File: src/hdl/sum_checked_frame_receiver_macros.svh
// Assertion macros used by the frame receiver top level.
`ifndef SUM_CHECKED_FRAME_RECEIVER_MACROS_SVH
`define SUM_CHECKED_FRAME_RECEIVER_MACROS_SVH

// Check that the consequent holds in the same cycle as the antecedent.
`define SCFR_ASSERT_NOW(label, ante, cons, msg) \
  label: assert property (@(posedge clk_i) disable iff (!rst_ni) (ante) |-> (cons)) \
    else $error(msg);

// Check that the consequent holds in the cycle after the antecedent.
`define SCFR_ASSERT_NEXT(label, ante, cons, msg) \
  label: assert property (@(posedge clk_i) disable iff (!rst_ni) (ante) |=> (cons)) \
    else $error(msg);

`endif

File: src/hdl/scfr_pkg.sv
// Shared types and constants of the checksummed frame receiver.
package scfr_pkg;

  localparam int unsigned KEPT_BYTES = 7;
  localparam int unsigned ADDR_W     = 4;
  localparam int unsigned DATA_W     = 32;

  localparam logic [7:0] HEADER_RST = 8'hAA;
  localparam logic [5:0] LIMIT_RST  = 6'd40;

  // Register indexes, taken from paddr[3:2]
  localparam logic [1:0] REG_FIRST_HEADER  = 2'd0;
  localparam logic [1:0] REG_SECOND_HEADER = 2'd1;
  localparam logic [1:0] REG_LENGTH_LIMIT  = 2'd2;

  typedef struct packed {
    logic [7:0] first_header;
    logic [7:0] second_header;
    logic [5:0] length_limit;
  } scfr_cfg_t;

  typedef struct packed {
    logic        checksum_ok;
    logic [5:0]  payload_length;
    logic [15:0] target_x;
    logic [15:0] target_y;
    logic [7:0]  target_color;
    logic [7:0]  target_shape;
    logic [7:0]  target_flag;
  } scfr_result_t;

endpackage

File: src/hdl/sum_checked_frame_receiver.sv
// Top level of the checksummed frame receiver: input register, parser, registers.
//
// Received bytes arrive on rx_byte_i with in_valid_i; a byte is transferred at
// a clock edge where in_valid_i is high and in_stall_o is low. Each frame is
// two header bytes, a length byte below length_limit, the payload and an 8-bit
// additive checksum. The checksum byte yields one result on out_valid_o with
// the verdict, the length and the held target fields; other bytes yield none.
// The byte sits in the input register after its transfer edge and the parser
// step then loads the result register, which raises out_valid_o for the
// checksum byte. Throughput: one byte per cycle unless out_stall_i holds a
// result, set by the single parser step between the two registers.
// When out_stall_i holds a result, the result and its fields stay put; the
// input register takes at most one further byte and in_stall_o is then high
// until the result is transferred.
// Reset sets both headers to 0xAA and the limit to 40, returns the parser to
// hunting and clears the field buffer and the held targets; no result is
// pending after reset. Registers sit at byte addresses 0, 4 and 8; the user
// must write them only while the block is idle; the block does not enforce it.
`include "sum_checked_frame_receiver_macros.svh"

module sum_checked_frame_receiver
  import scfr_pkg::*;
(
  input  logic              clk_i,
  input  logic              rst_ni,
  input  logic              in_valid_i,
  output logic              in_stall_o,
  input  logic [7:0]        rx_byte_i,
  output logic              out_valid_o,
  input  logic              out_stall_i,
  output logic              checksum_ok_o,
  output logic [5:0]        payload_length_o,
  output logic [15:0]       target_x_o,
  output logic [15:0]       target_y_o,
  output logic [7:0]        target_color_o,
  output logic [7:0]        target_shape_o,
  output logic [7:0]        target_flag_o,
  input  logic              psel,
  input  logic              penable,
  input  logic              pwrite,
  input  logic [ADDR_W-1:0] paddr,
  input  logic [DATA_W-1:0] pwdata,
  output logic [DATA_W-1:0] prdata,
  output logic              pready
);

  scfr_cfg_t    cfg;
  scfr_result_t res;
  logic         in_vld_q;
  logic [7:0]   in_byte_q;
  logic         advance;
  logic         take;

  assign in_stall_o = in_vld_q && !advance;
  assign take       = in_valid_i && !in_stall_o;

  // Hold the input byte until the parser takes it
  always_ff @(posedge clk_i or negedge rst_ni) begin
    if (!rst_ni) begin
      in_vld_q <= 1'b0;
    end else if (take) begin
      in_vld_q <= 1'b1;
    end else if (advance) begin
      in_vld_q <= 1'b0;
    end
  end

  always_ff @(posedge clk_i) begin
    if (take) begin
      in_byte_q <= rx_byte_i;
    end
  end

  scfr_cfg_regs u_regs (
    .clk_i   (clk_i),
    .rst_ni  (rst_ni),
    .psel    (psel),
    .penable (penable),
    .pwrite  (pwrite),
    .paddr   (paddr),
    .pwdata  (pwdata),
    .prdata  (prdata),
    .pready  (pready),
    .cfg_o   (cfg)
  );

  scfr_parser u_parser (
    .clk_i       (clk_i),
    .rst_ni      (rst_ni),
    .cfg_i       (cfg),
    .in_vld_i    (in_vld_q),
    .in_byte_i   (in_byte_q),
    .advance_o   (advance),
    .res_vld_o   (out_valid_o),
    .res_stall_i (out_stall_i),
    .res_o       (res)
  );

  assign checksum_ok_o    = res.checksum_ok;
  assign payload_length_o = res.payload_length;
  assign target_x_o       = res.target_x;
  assign target_y_o       = res.target_y;
  assign target_color_o   = res.target_color;
  assign target_shape_o   = res.target_shape;
  assign target_flag_o    = res.target_flag;

  // Stall only while a byte waits in the input register
  `SCFR_ASSERT_NOW(a_stall_needs_byte, in_stall_o, in_vld_q, "stall with empty input register")
  // Never step the parser over a blocked result
  `SCFR_ASSERT_NOW(a_no_step_on_block, out_valid_o && out_stall_i, !advance,
                   "parser stepped while result blocked")
  // A new result follows a parser step
  `SCFR_ASSERT_NEXT(a_result_from_step, !out_valid_o && !advance, !out_valid_o,
                    "result appeared without a parser step")

endmodule

File: src/hdl/scfr_cfg_regs.sv
// APB register bank holding the header values and the length limit.
module scfr_cfg_regs
  import scfr_pkg::*;
(
  input  logic              clk_i,
  input  logic              rst_ni,
  input  logic              psel,
  input  logic              penable,
  input  logic              pwrite,
  input  logic [ADDR_W-1:0] paddr,
  input  logic [DATA_W-1:0] pwdata,
  output logic [DATA_W-1:0] prdata,
  output logic              pready,
  output scfr_cfg_t         cfg_o
);

  scfr_cfg_t  cfg_q;
  logic       wr_en;
  logic [1:0] reg_idx;

  assign pready  = 1'b1;
  assign wr_en   = psel && penable && pwrite;
  assign reg_idx = paddr[3:2];

  // Write the addressed register on the access cycle
  always_ff @(posedge clk_i or negedge rst_ni) begin
    if (!rst_ni) begin
      cfg_q.first_header  <= HEADER_RST;
      cfg_q.second_header <= HEADER_RST;
      cfg_q.length_limit  <= LIMIT_RST;
    end else if (wr_en) begin
      unique case (reg_idx)
        REG_FIRST_HEADER:  cfg_q.first_header  <= pwdata[7:0];
        REG_SECOND_HEADER: cfg_q.second_header <= pwdata[7:0];
        REG_LENGTH_LIMIT:  cfg_q.length_limit  <= pwdata[5:0];
        default: ;
      endcase
    end
  end

  // Return the addressed register, zero-extended
  always_comb begin
    unique case (reg_idx)
      REG_FIRST_HEADER:  prdata = {{(DATA_W-8){1'b0}}, cfg_q.first_header};
      REG_SECOND_HEADER: prdata = {{(DATA_W-8){1'b0}}, cfg_q.second_header};
      REG_LENGTH_LIMIT:  prdata = {{(DATA_W-6){1'b0}}, cfg_q.length_limit};
      default:           prdata = '0;
    endcase
  end

  assign cfg_o = cfg_q;

endmodule

File: src/hdl/scfr_parser.sv
// Frame parser state, field buffer, held targets and result register.
module scfr_parser
  import scfr_pkg::*;
(
  input  logic         clk_i,
  input  logic         rst_ni,
  input  scfr_cfg_t    cfg_i,
  input  logic         in_vld_i,
  input  logic [7:0]   in_byte_i,
  output logic         advance_o,
  output logic         res_vld_o,
  input  logic         res_stall_i,
  output scfr_result_t res_o
);

  localparam logic [2:0] PH_HUNT    = 3'd0;
  localparam logic [2:0] PH_SECOND  = 3'd1;
  localparam logic [2:0] PH_LENGTH  = 3'd2;
  localparam logic [2:0] PH_PAYLOAD = 3'd3;
  localparam logic [2:0] PH_CHECK   = 3'd4;

  logic [2:0]  phase_q, phase_d;
  logic [5:0]  left_q, left_d;
  logic [5:0]  pidx_q, pidx_d;
  logic [5:0]  flen_q, flen_d;
  logic [7:0]  sum_q, sum_d;
  logic [7:0]  field_q [KEPT_BYTES];
  logic [7:0]  field_d [KEPT_BYTES];
  logic [15:0] x_q, x_d, y_q, y_d;
  logic [7:0]  color_q, color_d, shape_q, shape_d, flag_q, flag_d;
  logic        ok;
  logic        produce;
  logic        keep;
  logic        res_vld_q;
  scfr_result_t res_q;
  logic [7:0]  b;

  assign b = in_byte_i;

  // Move on when the result register is free or being drained
  assign advance_o = in_vld_i && (!res_vld_q || !res_stall_i);

  // Next state for one received byte
  always_comb begin
    phase_d = phase_q;
    left_d  = left_q;
    pidx_d  = pidx_q;
    flen_d  = flen_q;
    sum_d   = sum_q;
    x_d     = x_q;
    y_d     = y_q;
    color_d = color_q;
    shape_d = shape_q;
    flag_d  = flag_q;
    ok      = 1'b0;
    produce = 1'b0;
    keep    = 1'b0;
    priority if (phase_q == PH_HUNT && b == cfg_i.first_header) begin
      phase_d = PH_SECOND;
      sum_d   = b;
    end else if (phase_q == PH_SECOND && b == cfg_i.second_header) begin
      phase_d = PH_LENGTH;
      sum_d   = sum_q + b;
    end else if (phase_q == PH_LENGTH && b < {2'b00, cfg_i.length_limit}) begin
      phase_d = PH_PAYLOAD;
      flen_d  = b[5:0];
      left_d  = b[5:0];
      pidx_d  = '0;
      sum_d   = sum_q + b;
    end else if (phase_q == PH_PAYLOAD && left_q != '0) begin
      keep   = 1'b1;
      sum_d  = sum_q + b;
      left_d = left_q - 6'd1;
      pidx_d = pidx_q + 6'd1;
      if (left_q == 6'd1) begin
        phase_d = PH_CHECK;
      end
    end else if (phase_q == PH_CHECK) begin
      keep    = 1'b1;
      produce = 1'b1;
      ok      = (b == sum_q);
      phase_d = PH_HUNT;
      pidx_d  = '0;
    end else begin
      phase_d = PH_HUNT;
      pidx_d  = '0;
    end
    // Store the byte at the current payload position if it is kept
    for (int k = 0; k < KEPT_BYTES; k++) begin
      field_d[k] = (keep && pidx_q == 6'(k)) ? b : field_q[k];
    end
    // Take the target fields from the updated buffer on a match
    if (ok) begin
      x_d     = {field_d[0], field_d[1]};
      y_d     = {field_d[2], field_d[3]};
      color_d = field_d[4];
      shape_d = field_d[5];
      flag_d  = field_d[6];
    end
  end

  // Advance parser state
  always_ff @(posedge clk_i or negedge rst_ni) begin
    if (!rst_ni) begin
      phase_q <= PH_HUNT;
      left_q  <= '0;
      pidx_q  <= '0;
      flen_q  <= '0;
      sum_q   <= '0;
      x_q     <= '0;
      y_q     <= '0;
      color_q <= '0;
      shape_q <= '0;
      flag_q  <= '0;
      for (int k = 0; k < KEPT_BYTES; k++) begin
        field_q[k] <= '0;
      end
    end else if (advance_o) begin
      phase_q <= phase_d;
      left_q  <= left_d;
      pidx_q  <= pidx_d;
      flen_q  <= flen_d;
      sum_q   <= sum_d;
      x_q     <= x_d;
      y_q     <= y_d;
      color_q <= color_d;
      shape_q <= shape_d;
      flag_q  <= flag_d;
      for (int k = 0; k < KEPT_BYTES; k++) begin
        field_q[k] <= field_d[k];
      end
    end
  end

  // Result valid: set by a checksum byte, drop once transferred
  always_ff @(posedge clk_i or negedge rst_ni) begin
    if (!rst_ni) begin
      res_vld_q <= 1'b0;
    end else if (advance_o) begin
      res_vld_q <= produce;
    end else if (!res_stall_i) begin
      res_vld_q <= 1'b0;
    end
  end

  // Result payload, held while stalled
  always_ff @(posedge clk_i) begin
    if (advance_o && produce) begin
      res_q.checksum_ok    <= ok;
      res_q.payload_length <= flen_q;
      res_q.target_x       <= x_d;
      res_q.target_y       <= y_d;
      res_q.target_color   <= color_d;
      res_q.target_shape   <= shape_d;
      res_q.target_flag    <= flag_d;
    end
  end

  assign res_vld_o = res_vld_q;
  assign res_o     = res_q;

endmodule
File: config.mk
export PLATFORM = sky130hd
export DESIGN_NAME = sum_checked_frame_receiver
export DESIGN_NICKNAME = d
export VERILOG_FILES = /design/src/hdl/scfr_pkg.sv /design/src/hdl/sum_checked_frame_receiver.sv /design/src/hdl/scfr_cfg_regs.sv /design/src/hdl/scfr_parser.sv
export VERILOG_INCLUDE_DIRS = /design/src /design/src/hdl
export SDC_FILE = /design/constraint.sdc
export NUM_CORES = 1
export LEC_CHECK = 0
export BUFFER_PORTS_ARGS = -buffer_cell sky130_fd_sc_hd__buf_4
export CAP_MARGIN = 0
export CORE_UTILIZATION = 58
export DETAILED_ROUTE_END_ITERATION = 10
export PLACE_DENSITY_LB_ADDON = 0.05
export SYNTH_ARGS = -nofsm -noshare
export SYNTH_HDL_FRONTEND = slang
export SYNTH_SLANG_ARGS = --single-unit
File: constraint.sdc
create_clock -name clk_i -period 5.6 [get_ports clk_i]
set_input_delay 0.28 -clock clk_i [delete_from_list [all_inputs] [get_ports clk_i]]
set_output_delay 0.28 -clock clk_i [all_outputs]
set_load 0.05 [all_outputs]
==> flow_metrics.env <==
export IMPL_multi_input_area_um2=4240
export IMPL_ys_async_sr_fraction_pct=69.9
export IMPL_drc=8
export IMPL_initial_core_util_pct=59.9
export IMPL_end_kind="flop"
export IMPL_ys_flop_type="dfrtp_1"
export IMPL_min_from="pwdata[7]"
export IMPL_grt_pass1_vias=6934
export IMPL_synth_area_per_cell_um2=11.5
export IMPL_r2r_start="in_byte_q[4]"
export IMPL_critPathKind="flop to flop"
export IMPL_yosysWarnings=0
export IMPL_critPathBufInv=3
export IMPL_ff_latch_area_um2=6270
export IMPL_dpl_cell_area_um2=11700
export IMPL_hold_ws_ns=0.0142
export IMPL_fin_cells=1299
export IMPL_yosys_top_cells_area="dfrtp_1, edfxtp_1, mux2_2"
export IMPL_final_max_slew_viol_count=0
export IMPL_die_x_um=139
export IMPL_violations="DRC"
export IMPL_fp_dieArea_um2=19400
export IMPL_synth_cell_types=59
export IMPL_fin_util_pct=69.7
export IMPL_fmax_mhz=272
export IMPL_worst_setup_path_start_kind="flop"
export IMPL_min_path_type="primary input to flop"
export IMPL_nets=1123
export IMPL_timing_rr_end="u_parser.x_q[5]"
export IMPL_relSlewSlack_pct=21.1
export IMPL_first_iter_violations=493
export IMPL_cts_htree_levels=1
export IMPL_p_leak_nw=5.69
export IMPL_max_cap_viol_count=0
export IMPL_layout_drive_gt1_share_pct=23.9
export IMPL_grt_max_degree=115
export IMPL_cts_tree="done"
export IMPL_arrival_ns=4.03
export IMPL_setup_viol=0
export IMPL_drt_total_wl_um=21700
export IMPL_synth_edf_count=71
export IMPL_cp_max_fo=114
export IMPL_seq_area_frac_synth_pct=57.5
export IMPL_fillCellCount=1337
export IMPL_status="finished with violations"
export IMPL_ioPinCount=149
export IMPL_dr_pass1_iters=8
export IMPL_path_cells="buf_4 -> ha_1 -> nor4_1 -> nand2_1 -> or3_2 -> buf_4 -> nor2_4 -> buf_4 -> a21oi_1"
export IMPL_path_common_cell="buf_4"
export IMPL_cts_root_buf="clkbuf_16"
export IMPL_slowest_delay_ns=0.77
export IMPL_route_vias_total=7154
export IMPL_finalSetupTns_ns=0
export IMPL_rsz0062_at_grt="false"
export IMPL_fin_skew_ns=0.0108
export IMPL_cts_buffers=24
export IMPL_final_common_cell="dfrtp_1"
export IMPL_clk_latency_ns=0.51
export IMPL_hold_end="u_regs.cfg_o[13]"
export IMPL_crit_slowest_cell="buf_4"
export IMPL_drtAntennaViolNets=0
export IMPL_synth_top_area_cell="dfrtp_1"
export IMPL_cpLargestDelayFamily="buffers and inverters"
export IMPL_cts_resized=0
export IMPL_core_region_area_um2=18200
export IMPL_diodes=0
export IMPL_place_inst=1239
export IMPL_period_share_pct=65.8
export IMPL_rows=49
export IMPL_avgRoutedWirePerCell_um=16.7
export IMPL_hpwl_um=13100
export IMPL_syn_inst=951
export IMPL_max_slew_worst_pin_slew_ns=1.18
export IMPL_die_height_um=139
export IMPL_netlist_area_um2=10900
export IMPL_ys_ff_latch=236
export IMPL_clk_pin_slew_ns=0.06
export IMPL_whs_path_depth=2
export IMPL_powerDensity_nw_per_um2=314
export IMPL_reg2reg_depth=9
export IMPL_grt_overflow_total=0
export IMPL_synth_top_area_share_pct=35.5
export IMPL_ir_drop_v=0.000319
export IMPL_layout_min_cycle_time_ns=3.68
export IMPL_io_buffer_count=97
export IMPL_cts_sinks=236
export IMPL_grt_pass1_wl_um=35800
export IMPL_vias_per_cell=5.51
export IMPL_reg2reg_slack_ns=1.92
export IMPL_gp_congestion=0.805
export IMPL_stdcell_area_um2=12700
export IMPL_antenna_found_initial=0
export IMPL_required_ns=5.95
export IMPL_finalHoldViolations=0
export IMPL_layout_common_cells="dfrtp_1, buf_4, nand2_1, o21ai_0, nor2_1"
export IMPL_area_delta_synth_final_pct=16.3
export IMPL_grt_usage_pct=23.1
export IMPL_clockBufferDepth=3
==> where the power goes <==
part	internal (W)	total, W	switching, W
combinational	0.000165	0.000433	0.000268
clock	0.00101	0.00165	0.000645
sequential	0.00184	0.00190	0.0000539
total	0.00302	0.00398	0.000967
==> repair_timing <==
| action | CTS | global route |
|---|---|---|
| setup buffers | 0 | 0 |
| endpoints found under the setup margin | 0 | 0 |
| endpoints found under the hold margin | 84 | 0 |
| hold buffers | 17 | 0 |
==> cells by family (layout without fill, tap and decap cells) <==
family	count (synthesis)	in the layout	share of synthesized area [%]
xor gates and xnor gates	18	18	1.44
DFF	236	236	57.5
AOI/OAI and AO/OA	207	207	10.9
adders and majority gates	19	19	2.25
other	2	25	0.0688
and+or+nand+nor	245	245	10.5
buffers and inverters	94	190	4.59
muxes	130	130	12.8
==> synthesized netlist by cell type, types with 3 or more instances <==
| cell | count |
|---|---|
| dfrtp_1 | 155 |
| nand2_1 | 94 |
| o21ai_0 | 91 |
| nor2_1 | 87 |
| a21oi_1 | 79 |
| mux2_2 | 72 |
| edfxtp_1 | 71 |
| mux2i_1 | 58 |
| buf_4 | 26 |
| buf_2 | 22 |
| clkbuf_1 | 21 |
| inv_1 | 19 |
| ha_1 | 18 |
| xnor2_1 | 17 |
| nand3_1 | 11 |
| dfstp_2 | 10 |
| nor3_1 | 10 |
| nand3_2 | 7 |
| o22a_1 | 7 |
| nand2b_1 | 5 |
| nand4_1 | 5 |
| a211oi_1 | 4 |
| nand4_2 | 4 |
| nor2b_1 | 4 |
| o31ai_1 | 4 |
| a21o_1 | 3 |
| and2_1 | 3 |
| dlygate4sd1_1 | 3 |
==> registers in the layout, indices dropped and copies added (netlist names), 16 cells and up <==
name,cells
u_parser.field_q,56
u_parser.res_o,63
u_parser.x_q,16
u_parser.y_q,16
u_regs.cfg_o,22
==> per-layer routing <==
| metal | share of wire [%] | global-route usage, % |
|---|---|---|
| met5 | 0 | 0 |
| met4 | 1.7 | 6.32 |
| met3 | 4.1 | 3.42 |
| met2 | 47 | 37.4 |
| met1 | 47 | 32.8 |
==> worst max-delay path by stage <==
stage                                  start            endpoint  slack (ns)  cells past startpoint
final                           in_byte_q[4]     u_parser.x_q[5]        1.92                      9
after global routing            in_byte_q[4]     u_parser.x_q[4]        1.59                     10
after CTS                       in_byte_q[4]  u_parser.flag_q[4]        1.90                     10
after detailed placement        in_byte_q[4]    u_parser.y_q[15]        1.91                      9
after global placement          in_byte_q[4]    u_parser.x_q[13]        2.00                      9
after floorplan           u_parser.res_vld_o   u_parser.res_o[0]        1.61                      3
==> final cells by class <==
cell class | instances | area share, %
clock inverter | 14 | 1.32
sequential | 236 | 49.4
timing repair buffer | 128 | 7.93
tap | 229 | 2.26
multi-input combinational | 644 | 33.4
clock buffer | 29 | 5.13
inverter | 19 | 0.562
==> per-stage QoR <==
| step | setup slack (ns) | power (W) |
|---|---|---|
| CTS | 1.90 | 0.00401 |
| global route | 1.59 | 0.00414 |
| finish | 1.92 | 0.00398 |
| floorplan | 1.61 | 0.00224 |
| detailed placement | 1.91 | 0.00235 |
| global placement | 2.00 | 0.00234 |
==> worst reg2reg max path, stage by stage, from the launching register on <==
cell and delay (ns):
edfxtp_1 0.36, buf_4 0.25, ha_1 0.40, nor4_1 0.23
nand2_1 0.08, or3_2 0.47, buf_4 0.41, nor2_4 0.22
buf_4 0.77, a21oi_1 0.33
Note: power is estimated with default switching activity, not from simulation.
